`src/hdl/sliding_window_bucket_ring_top_assert.svh`:
```
// ----------------------------------------------------------------------------
// Assertion macros for the bucket ring top level
// Implication helpers clocked on clk and disabled while rst_n is low.
// ----------------------------------------------------------------------------
`ifndef SLIDING_WINDOW_BUCKET_RING_TOP_ASSERT_SVH
`define SLIDING_WINDOW_BUCKET_RING_TOP_ASSERT_SVH

// consequent holds in the same cycle as the antecedent
`define SWBR_ASSERT_SAME(label, ante, cons, msg) \
    label: assert property (@(posedge clk) disable iff (!rst_n) (ante) |-> (cons)) \
        else $error(msg);

// consequent holds in the cycle after the antecedent
`define SWBR_ASSERT_NEXT(label, ante, cons, msg) \
    label: assert property (@(posedge clk) disable iff (!rst_n) (ante) |=> (cons)) \
        else $error(msg);

`endif

```
`src/hdl/swbr_pkg.sv`:
```
// ----------------------------------------------------------------------------
// swbr_pkg
// Types and fixed constants of the sliding-window bucket ring.
// ----------------------------------------------------------------------------
package swbr_pkg;

    // fixed field widths
    localparam int BEGIN_W    = 47;
    localparam int LEN_W      = 16;
    localparam int SLOTS_W    = 5;
    localparam int WIN_W      = 21;
    localparam int CFG_IDX_W  = 2;
    localparam int CFG_DATA_W = 21;
    localparam int STATUS_W   = 3;
    localparam int IDX_OUT_W  = 4;

    // register indexes
    localparam logic [CFG_IDX_W-1:0] REG_BUCKET_LENGTH   = 2'd0;
    localparam logic [CFG_IDX_W-1:0] REG_SLOTS_IN_USE    = 2'd1;
    localparam logic [CFG_IDX_W-1:0] REG_WINDOW_INTERVAL = 2'd2;

    // reset values of the registers
    localparam logic [LEN_W-1:0]   BUCKET_LENGTH_RST   = 16'd500;
    localparam logic [SLOTS_W-1:0] SLOTS_IN_USE_RST    = 5'd2;
    localparam logic [WIN_W-1:0]   WINDOW_INTERVAL_RST = 21'd1000;

    // function codes of an input item
    localparam logic FUNC_LOCATE = 1'b0;
    localparam logic FUNC_QUERY  = 1'b1;

    typedef enum logic [STATUS_W-1:0] {
        STAT_CREATED   = 3'd0,
        STAT_HIT       = 3'd1,
        STAT_RESET     = 3'd2,
        STAT_BEHIND    = 3'd3,
        STAT_REJECTED  = 3'd4,
        STAT_LIVE      = 3'd5,
        STAT_NONE_LIVE = 3'd6
    } status_t;

    typedef enum logic [2:0] {
        ST_IDLE,
        ST_REJECT,
        ST_DIV,
        ST_START,
        ST_LOOK,
        ST_SCAN_RD,
        ST_SCAN_CHK,
        ST_SCAN_END
    } state_t;

endpackage

```
`src/hdl/swbr_in_if.sv`:
```
// ----------------------------------------------------------------------------
// swbr_in_if
// Input channel: function code and signed millisecond timestamp.
// ----------------------------------------------------------------------------
interface swbr_in_if #(
    parameter int TIME_BITS = 48
);
    logic                        valid;
    logic                        ready;
    logic                        func;
    logic signed [TIME_BITS-1:0] time_ms;

    modport source (output valid, func, time_ms, input ready);
    modport sink   (input valid, func, time_ms, output ready);
endinterface

```
`src/hdl/swbr_out_if.sv`:
```
// ----------------------------------------------------------------------------
// swbr_out_if
// Result channel: status, slot, bucket start and last flag.
// ----------------------------------------------------------------------------
interface swbr_out_if;
    logic        valid;
    logic        ready;
    logic [2:0]  status;
    logic [3:0]  slot_index;
    logic [46:0] bucket_begin;
    logic        last;

    modport source (output valid, status, slot_index, bucket_begin, last, input ready);
    modport sink   (input valid, status, slot_index, bucket_begin, last, output ready);
endinterface

```
`src/hdl/sliding_window_bucket_ring_top.sv`:
```
// ----------------------------------------------------------------------------
// Sliding-window bucket ring: locate runs the shared divide/modulo unit, which retires
// two quotient bits a cycle, then forms the bucket start and reads the addressed slot.
// Query reads and checks each slot in use in turn; one item at a time.
// Reset clears valid bits and loads register defaults at once; no clearing pass.
// ----------------------------------------------------------------------------
module sliding_window_bucket_ring_top #(
    parameter int MAX_SLOTS = 16,
    parameter int TIME_BITS = 48
) (
    input  logic                          clk,
    input  logic                          rst_n,
    input  logic                          cfg_we,
    input  logic [swbr_pkg::CFG_IDX_W-1:0]  cfg_index,
    input  logic [swbr_pkg::CFG_DATA_W-1:0] cfg_data,
    swbr_in_if.sink                       req,
    swbr_out_if.source                    rsp
);
    import swbr_pkg::*;

    localparam int DW      = TIME_BITS + (TIME_BITS % 2);
    localparam int DIV_CYC = DW / 2;
    localparam int CNT_W   = $clog2(DIV_CYC);
    localparam int CW      = $clog2(MAX_SLOTS + 1);
    localparam int IW      = (MAX_SLOTS > 1) ? $clog2(MAX_SLOTS) : 1;

    // configuration registers
    logic [LEN_W-1:0]   bl_reg;
    logic [SLOTS_W-1:0] slots_reg;
    logic [WIN_W-1:0]   wi_reg;

    // control
    state_t               state_reg, state_next;
    logic                 func_reg, func_next;
    logic [CNT_W-1:0]     cnt_reg, cnt_next;
    logic [CW-1:0]        scan_reg, scan_next;
    logic [MAX_SLOTS-1:0] valid_reg, valid_next;
    logic                 hold_valid_reg, hold_valid_next;
    logic                 out_valid_reg, out_valid_next;

    // datapath
    logic [TIME_BITS-1:0] time_reg, time_next;
    logic [DW-1:0]        div_reg, div_next;
    logic [LEN_W-1:0]     rem_reg, rem_next;
    logic [CW-1:0]        mod_reg, mod_next;
    logic [BEGIN_W-1:0]   start_reg, start_next;
    logic [IW-1:0]        idx_reg, idx_next;
    logic [IW-1:0]        hold_idx_reg, hold_idx_next;
    logic [BEGIN_W-1:0]   hold_begin_reg, hold_begin_next;
    logic [STATUS_W-1:0]  out_status_reg, out_status_next;
    logic [IDX_OUT_W-1:0] out_idx_reg, out_idx_next;
    logic [BEGIN_W-1:0]   out_begin_reg, out_begin_next;
    logic                 out_last_reg, out_last_next;

    // slot store
    logic [BEGIN_W-1:0] mem [MAX_SLOTS];
    logic [BEGIN_W-1:0] rdata_reg;
    logic [IW-1:0]      rd_addr;
    logic               mem_we;

    // shared unit results
    logic [LEN_W-1:0] bl_eff;
    logic [CW-1:0]    n_eff;
    logic [LEN_W-1:0] step_rem;
    logic [CW-1:0]    step_mod;
    logic [DW-1:0]    step_div;
    logic             out_free;
    logic             accept;
    logic [IW-1:0]    out_idx_src;
    logic [IW+IDX_OUT_W-1:0] out_idx_wide;
    logic [IW-1:0]    scan_ix;

    assign accept   = req.valid && req.ready;
    assign out_free = !out_valid_reg || rsp.ready;
    assign scan_ix  = scan_reg[IW-1:0];

    // effective bucket length and slot count
    always_comb
    begin
        bl_eff = (bl_reg == '0) ? LEN_W'(1) : bl_reg;
        if (slots_reg == '0)
            n_eff = CW'(1);
        else if (32'(slots_reg) > MAX_SLOTS)
            n_eff = CW'(MAX_SLOTS);
        else
            n_eff = CW'(slots_reg);
    end

    // shared divide unit: two restoring steps a cycle, quotient bits folded mod n
    always_comb
    begin
        logic [LEN_W:0] trial;
        logic [CW:0]    mt;
        logic           qb;
        step_rem = rem_reg;
        step_mod = mod_reg;
        step_div = div_reg;
        for (int k = 0; k < 2; k++)
        begin
            trial    = {step_rem, step_div[DW-1]};
            step_div = {step_div[DW-2:0], 1'b0};
            qb       = (trial >= {1'b0, bl_eff});
            if (qb)
                trial = trial - {1'b0, bl_eff};
            step_rem = trial[LEN_W-1:0];
            mt = {step_mod, qb};
            if (mt >= {1'b0, n_eff})
                mt = mt - {1'b0, n_eff};
            step_mod = mt[CW-1:0];
        end
    end

    // sequencer: next state and outputs
    always_comb
    begin
        logic [63:0]      t64;
        logic [63:0]      start64;
        logic [63:0]      limit64;
        logic             live;
        status_t          look_st;
        t64     = 64'(time_reg);
        start64 = t64 - 64'(rem_reg);
        limit64 = 64'(rdata_reg) + 64'(wi_reg);
        live    = valid_reg[scan_ix] && (t64 <= limit64);

        if (!valid_reg[idx_reg])
            look_st = STAT_CREATED;
        else if (rdata_reg == start_reg)
            look_st = STAT_HIT;
        else if (start_reg > rdata_reg)
            look_st = STAT_RESET;
        else
            look_st = STAT_BEHIND;

        state_next      = state_reg;
        func_next       = func_reg;
        cnt_next        = cnt_reg;
        scan_next       = scan_reg;
        valid_next      = valid_reg;
        hold_valid_next = hold_valid_reg;
        time_next       = time_reg;
        div_next        = div_reg;
        rem_next        = rem_reg;
        mod_next        = mod_reg;
        start_next      = start_reg;
        idx_next        = idx_reg;
        hold_idx_next   = hold_idx_reg;
        hold_begin_next = hold_begin_reg;
        out_valid_next  = out_valid_reg && !rsp.ready;
        out_status_next = out_status_reg;
        out_begin_next  = out_begin_reg;
        out_last_next   = out_last_reg;
        out_idx_src     = '0;
        out_idx_next    = out_idx_reg;
        req.ready       = 1'b0;
        mem_we          = 1'b0;
        rd_addr         = (func_reg == FUNC_LOCATE) ? idx_reg : scan_ix;

        case (state_reg)
            ST_IDLE:
            begin
                req.ready = 1'b1;
                if (req.valid)
                begin
                    func_next       = req.func;
                    time_next       = req.time_ms;
                    div_next        = DW'(req.time_ms);
                    rem_next        = '0;
                    mod_next        = '0;
                    cnt_next        = '0;
                    scan_next       = '0;
                    hold_valid_next = 1'b0;
                    if (req.time_ms[TIME_BITS-1])
                        state_next = ST_REJECT;
                    else if (req.func == FUNC_LOCATE)
                        state_next = ST_DIV;
                    else
                        state_next = ST_SCAN_RD;
                end
            end

            ST_REJECT:
            begin
                if (out_free)
                begin
                    out_valid_next  = 1'b1;
                    out_status_next = STAT_REJECTED;
                    out_idx_src     = '0;
                    out_begin_next  = '0;
                    out_last_next   = 1'b1;
                    state_next      = ST_IDLE;
                end
            end

            ST_DIV:
            begin
                div_next = step_div;
                rem_next = step_rem;
                mod_next = step_mod;
                cnt_next = cnt_reg + CNT_W'(1);
                if (cnt_reg == CNT_W'(DIV_CYC - 1))
                    state_next = ST_START;
            end

            // bucket start and slot read
            ST_START:
            begin
                start_next = start64[BEGIN_W-1:0];
                idx_next   = mod_reg[IW-1:0];
                rd_addr    = mod_reg[IW-1:0];
                state_next = ST_LOOK;
            end

            ST_LOOK:
            begin
                if (out_free)
                begin
                    if (look_st == STAT_CREATED || look_st == STAT_RESET)
                        mem_we = 1'b1;
                    valid_next[idx_reg] = 1'b1;
                    out_valid_next  = 1'b1;
                    out_status_next = look_st;
                    out_idx_src     = idx_reg;
                    out_begin_next  = start_reg;
                    out_last_next   = 1'b1;
                    state_next      = ST_IDLE;
                end
            end

            ST_SCAN_RD:
            begin
                if (scan_reg == n_eff)
                    state_next = ST_SCAN_END;
                else
                    state_next = ST_SCAN_CHK;
            end

            // a live slot is held back one step so the final one can carry last
            ST_SCAN_CHK:
            begin
                if (!(live && hold_valid_reg && !out_free))
                begin
                    if (live)
                    begin
                        if (hold_valid_reg)
                        begin
                            out_valid_next  = 1'b1;
                            out_status_next = STAT_LIVE;
                            out_idx_src     = hold_idx_reg;
                            out_begin_next  = hold_begin_reg;
                            out_last_next   = 1'b0;
                        end
                        hold_valid_next = 1'b1;
                        hold_idx_next   = scan_ix;
                        hold_begin_next = rdata_reg;
                    end
                    scan_next  = scan_reg + CW'(1);
                    state_next = ST_SCAN_RD;
                end
            end

            ST_SCAN_END:
            begin
                if (out_free)
                begin
                    out_valid_next = 1'b1;
                    out_last_next  = 1'b1;
                    if (hold_valid_reg)
                    begin
                        out_status_next = STAT_LIVE;
                        out_idx_src     = hold_idx_reg;
                        out_begin_next  = hold_begin_reg;
                    end
                    else
                    begin
                        out_status_next = STAT_NONE_LIVE;
                        out_idx_src     = '0;
                        out_begin_next  = '0;
                    end
                    state_next = ST_IDLE;
                end
            end

            default:
            begin
                state_next = ST_IDLE;
            end
        endcase

        // slot number on the port keeps its low four bits
        out_idx_wide = {{IDX_OUT_W{1'b0}}, out_idx_src};
        if (out_valid_next && !(out_valid_reg && !rsp.ready))
            out_idx_next = out_idx_wide[IDX_OUT_W-1:0];
    end

    // configuration registers
    always_ff @(posedge clk or negedge rst_n)
    begin
        if (!rst_n)
        begin
            bl_reg    <= BUCKET_LENGTH_RST;
            slots_reg <= SLOTS_IN_USE_RST;
            wi_reg    <= WINDOW_INTERVAL_RST;
        end
        else if (cfg_we)
        begin
            case (cfg_index)
                REG_BUCKET_LENGTH:   bl_reg    <= cfg_data[LEN_W-1:0];
                REG_SLOTS_IN_USE:    slots_reg <= cfg_data[SLOTS_W-1:0];
                REG_WINDOW_INTERVAL: wi_reg    <= cfg_data[WIN_W-1:0];
                default:             ;
            endcase
        end
    end

    // control registers
    always_ff @(posedge clk or negedge rst_n)
    begin
        if (!rst_n)
        begin
            state_reg      <= ST_IDLE;
            func_reg       <= FUNC_LOCATE;
            cnt_reg        <= '0;
            scan_reg       <= '0;
            valid_reg      <= '0;
            hold_valid_reg <= 1'b0;
            out_valid_reg  <= 1'b0;
        end
        else
        begin
            state_reg      <= state_next;
            func_reg       <= func_next;
            cnt_reg        <= cnt_next;
            scan_reg       <= scan_next;
            valid_reg      <= valid_next;
            hold_valid_reg <= hold_valid_next;
            out_valid_reg  <= out_valid_next;
        end
    end

    // payload registers
    always_ff @(posedge clk)
    begin
        time_reg       <= time_next;
        div_reg        <= div_next;
        rem_reg        <= rem_next;
        mod_reg        <= mod_next;
        start_reg      <= start_next;
        idx_reg        <= idx_next;
        hold_idx_reg   <= hold_idx_next;
        hold_begin_reg <= hold_begin_next;
        out_status_reg <= out_status_next;
        out_idx_reg    <= out_idx_next;
        out_begin_reg  <= out_begin_next;
        out_last_reg   <= out_last_next;
    end

    // slot start store, registered read
    always_ff @(posedge clk)
    begin
        if (mem_we)
            mem[idx_reg] <= start_reg;
        rdata_reg <= mem[rd_addr];
    end

    assign rsp.valid        = out_valid_reg;
    assign rsp.status       = out_status_reg;
    assign rsp.slot_index   = out_idx_reg;
    assign rsp.bucket_begin = out_begin_reg;
    assign rsp.last         = out_last_reg;

`include "sliding_window_bucket_ring_top_assert.svh"

    // every result other than a live slot closes its item
    `SWBR_ASSERT_SAME(a_single_is_last, rsp.valid && (rsp.status != STAT_LIVE), rsp.last, "non-live result without last")

    // a negative timestamp goes straight to rejection
    `SWBR_ASSERT_NEXT(a_neg_rejects, accept && req.time_ms[TIME_BITS-1], state_reg == ST_REJECT, "negative time not rejected")

    // after a locate result the addressed slot is valid
    `SWBR_ASSERT_NEXT(a_locate_marks, (state_reg == ST_LOOK) && out_free, valid_reg[idx_reg], "located slot not marked valid")

endmodule

```
`src/flat_wrapper.sv`:
```
// flat-port wrapper written by rule: the top's interface ports become plain ports
module sliding_window_bucket_ring_top_flat import swbr_pkg::*;
#(
    parameter int MAX_SLOTS = 16,
    parameter int TIME_BITS = 48
)
  (clk, rst_n, cfg_we, cfg_index, cfg_data, req_valid, req_func, req_time_ms, req_ready, rsp_valid, rsp_status, rsp_slot_index, rsp_bucket_begin, rsp_last, rsp_ready);
  swbr_in_if #(.TIME_BITS(TIME_BITS)) req_i ();
  swbr_out_if rsp_i ();
  input  logic clk;
  input  logic rst_n;
  input  logic cfg_we;
  input  logic [swbr_pkg::CFG_IDX_W-1:0] cfg_index;
  input  logic [swbr_pkg::CFG_DATA_W-1:0] cfg_data;
  input wire logic [$bits(req_i.valid)-1:0] req_valid;
  input wire logic [$bits(req_i.func)-1:0] req_func;
  input wire logic [$bits(req_i.time_ms)-1:0] req_time_ms;
  output wire logic [$bits(req_i.ready)-1:0] req_ready;
  output wire logic [$bits(rsp_i.valid)-1:0] rsp_valid;
  output wire logic [$bits(rsp_i.status)-1:0] rsp_status;
  output wire logic [$bits(rsp_i.slot_index)-1:0] rsp_slot_index;
  output wire logic [$bits(rsp_i.bucket_begin)-1:0] rsp_bucket_begin;
  output wire logic [$bits(rsp_i.last)-1:0] rsp_last;
  input wire logic [$bits(rsp_i.ready)-1:0] rsp_ready;
  assign req_i.valid = req_valid;
  assign req_i.func = req_func;
  assign req_i.time_ms = req_time_ms;
  assign req_ready = req_i.ready;
  assign rsp_valid = rsp_i.valid;
  assign rsp_status = rsp_i.status;
  assign rsp_slot_index = rsp_i.slot_index;
  assign rsp_bucket_begin = rsp_i.bucket_begin;
  assign rsp_last = rsp_i.last;
  assign rsp_i.ready = rsp_ready;
  sliding_window_bucket_ring_top #(.MAX_SLOTS(MAX_SLOTS), .TIME_BITS(TIME_BITS)) u_core (.clk(clk), .rst_n(rst_n), .cfg_we(cfg_we), .cfg_index(cfg_index), .cfg_data(cfg_data), .req(req_i), .rsp(rsp_i));
endmodule
```
`config.mk`:
```
export PLATFORM = sky130hd
export DESIGN_NAME = sliding_window_bucket_ring_top_flat
export DESIGN_NICKNAME = d
export VERILOG_FILES = /design/src/hdl/swbr_pkg.sv /design/src/hdl/swbr_in_if.sv /design/src/hdl/swbr_out_if.sv /design/src/hdl/sliding_window_bucket_ring_top.sv /design/src/flat_wrapper.sv
export VERILOG_INCLUDE_DIRS = /design/src /design/src/hdl
export SDC_FILE = /design/constraint.sdc
export NUM_CORES = 2
export LEC_CHECK = 0
export BUFFER_PORTS_ARGS = -buffer_cell sky130_fd_sc_hd__buf_2
export CAP_MARGIN = 15
export CELL_PAD_IN_SITES_DETAIL_PLACEMENT = 2
export CELL_PAD_IN_SITES_GLOBAL_PLACEMENT = 2
export CORE_UTILIZATION = 47
export CTS_CLUSTER_DIAMETER = 50
export DETAILED_ROUTE_END_ITERATION = 10
export PLACE_DENSITY = 0.84
export SLEW_MARGIN = 30
export SYNTH_ARGS = -nofsm -noshare
export SYNTH_HDL_FRONTEND = slang
export SYNTH_SLANG_ARGS = --single-unit
export TNS_END_PERCENT = 5
```
`constraint.sdc`:
```
create_clock -name clk -period 9.3 [get_ports clk]
set_input_delay 1.86 -clock clk [delete_from_list [all_inputs] [get_ports clk]]
set_output_delay 1.86 -clock clk [all_outputs]
set_load 0.02 [all_outputs]
```
==> results.toml <==
[drt]
drt_iter0_markers = 5139
wl_per_cell_um = 44.5
post-route-drc-count = 0
via_count = 34400
drt_wl_total_um = 214000
dr.pass1.iters = 6
vias_per_cell = 7.17
antenna_left = 0

[synthesis]
yosys_warnings = 0
async_flop_share = 0.0645
syn-cell-area_mm2 = 0.0496
synth_adder_area_share = 0.0468
synth_edf_count = 1026
yosysTopAreaCell = "edfxtp_1"
synth_cells = 3086
synth-xor-area-share = 0.0212
yosysSeqAreaShare = 0.678
yosys.area_share.simple = 0.0578
ys.flop_type = "edfxtp_1"
synth_top_family_by_area = "multiplexers"
netlist_top_cells_area = "edfxtp_1 (62%), mux4_2 (9.0%), ha_1 (4.4%), dfrtp_1 (3.1%), dfxtp_1 (1.9%)"
yosysMostFrequentCell = "edfxtp_1"
ys_top_cells_by_count = "edfxtp_1 (1026), nand2_1 (237), mux4_2 (198), ha_1 (176), a21oi_1 (126)"
muxShareOfSynthArea = 0.112
synth-seq-cells = 1147
synth_top_area_share = 0.621
synth-compound-area-share = 0.0655
postSynthAreaPerCell_um2 = 16.1
ys_types = 74
synth_nets = 3345

[setup_path]
crit_family = "compound AO/OA/AOI/OAI gates"
crit_path_start_kind = "register"
critical_path.max_stage_delay_ns = 0.88
endpoint_kind = "register"
path_cells = "ha_1, fa_1, a211oi_1, o21ai_0, nand3_1, a22oi_1, a311oi_1, a22o_1, nor2_2, nand3_1, xnor2_1, ha_1, nand3_1, or3_1, o21bai_1, o41ai_1, o31ai_2, nor3b_2, buf_4"
worst-path-stages = 19
cp_common_cell = "nand3_1"
r2r_slack_ns = 1.06
cp_slowest_cell = "buf_4"
required_ns = 9.69
r2r_cells = 19
critPathLaunch = "u_core.wi_reg[0]"
worstPathBufferInverterCount = 1
reg2reg_to = "u_core.hold_begin_reg[40]"
critPathKind = "register to register"
crit_path_max_fanout = 47
arrival_ns = 8.63
r2r-start = "u_core.wi_reg[0]"

[clocking]
cts_tree = "built"
cts_resized = 0
cts_sinks = 1147
cts_setup_buffers = 0
cts_made_buffers = 139
hold_buffers = 0
cts-root-buf = "clkbuf_16"
path_clk_slew_ns = 0.06
clk-insertion-delay-late_ns = 0.81
cts.htree.levels = 4
cts_buffer_depth = 3

[sta]
period_share = 0.886
fmax_mhz = 121
setup_violations = 0
maxSlewHeadroom = -0.156
tns_ns = 0
finalMaxSlewViolations = 2
worst_pin_slew_ns = 1.72
fin_ws_ns = 1.06
finalClockSkew_ns = 0.0608
period_needed_ns = 8.24
hold_viol = 0
grt_setup_unrepaired = "false"

[power_and_ir_drop]
switchingPower_uw = 8790
p_leak_uw = 0.0205
irDropWorstVdd_mv = 0.238
power_uw = 21600
switching_share = 0.408
combPwrFrac = 0.394
intPower_uw = 12800
powerDensity_mw_per_mm2 = 378
p_clk_frac = 0.267
power_frac_seq = 0.338

[global_route]
grt_pass1_vias = 36000
gr-total-overflow = 0
grt_usage = 0.380
grt_pass1_wl_um = 284000
grt_max_degree = 118
antenna_found_initial = 15

[hold_path]
hp-class = "register to register"
whs_path_depth = 0
hold_start = "u_core.rdata_reg[35]"
min_to = "u_core.hold_begin_reg[35]"

[floorplan]
rows = 118
fp.dieArea_mm2 = 0.107
die_h_um = 327
io_pins = 134
core_area_mm2 = 0.104
die_w_um = 327
start_util = 0.477

[layout]
drive_gt1_frac = 0.205
fin_cells = 4805
area_delta_synth_final_pct = 14.9
fill_cells = 9072
largest_reg_flops = 752
multi_input_area_mm2 = 0.0153
seqCellArea_mm2 = 0.0336
final_nets = 3566

[run_status]
violations = "capacitance limit, slew limit"
outcome = "finished with violations"

[placed_design]
placed_cells = 4537
gp_congestion = 0.900
pre_cts_slack_ns = 1.85
hpwlAfterDp_um = 115000
port_buffers = 133

[job]
drv_cap = 1
-- power by group through the flow --
stage                     Sequential [uW]  Clock [uW]  Combinational [uW]
after global routing                 7280        5900                8740
after global placement               7150           0                6730
final                                7300        5760                8500
after detailed placement             7260           0                7470
after floorplan                      6990           0                4960
after CTS                            7220        5660                8080
-- placed cells by master (no fill, tap or decap), drive strengths merged, types with 34 or more instances in the layout --
cell / n
xor2: 38
inv: 139
a22o: 53
dfxtp: 47
xnor2: 82
mux2: 35
o21ai: 91
nor2: 126
mux4: 198
clkbuf: 189
edfxtp: 1026
nand3: 39
a21o: 47
mux2i: 72
a211oi: 62
nor2b: 67
nor3: 34
ha: 176
a21oi: 127
nand2: 237
buf: 192
dfrtp: 61
-- final cells by class --
| type | count | area share |
|---|---|---|
| well taps | 1380 | 0.0303 |
| inverters | 124 | 0.00819 |
| clock inverters | 66 | 0.0118 |
| repair buffers | 192 | 0.0237 |
| multi-input cells | 1703 | 0.268 |
| flip-flops and latches | 1147 | 0.590 |
| diodes | 4 | 0.000176 |
| clock buffers | 189 | 0.0681 |
-- layer usage --
metal,vias up,global-route usage,wire length (um)
li1,12500,-,-
met1,17900,0.466,73700
met4,12,0.228,16500
met3,956,0.0738,22300
met2,3068,0.626,101000
met5,-,0,85
-- kinds of logic (layout without fill, tap and decap cells) --
logic type | after synthesis | after routing
other cells | 0 | 4
simple gates | 609 | 609
flops | 1147 | 1147
compound gates | 487 | 487
fa+ha+maj | 182 | 182
buf+inv | 236 | 571
mux | 305 | 305
xor+xnor | 120 | 120
-- worst max-delay path by stage --
| stage | endpoint | slack, ns |
|---|---|---|
| floorplan | u_core.hold_begin_reg[0] | 1.15 |
| global placement | u_core.rsp.bucket_begin[45] | 2.37 |
| detailed placement | u_core.hold_begin_reg[5] | 1.85 |
| CTS | u_core.hold_begin_reg[11] | 1.36 |
| global route | u_core.mod_reg[4] | 0.98 |
| finish | u_core.hold_begin_reg[40] | 1.06 |
-- stage by stage --
stage	hold WS, ns	utilization	cell area, um2
final	0.481	0.548	57000
after global placement	0.458	0.501	52100
after floorplan	0.408	-	49600
after CTS	0.475	0.545	56700
after global routing	0.502	0.548	57000
after detailed placement	0.451	0.501	52200
Note: power is estimated with default switching activity, not from simulation.
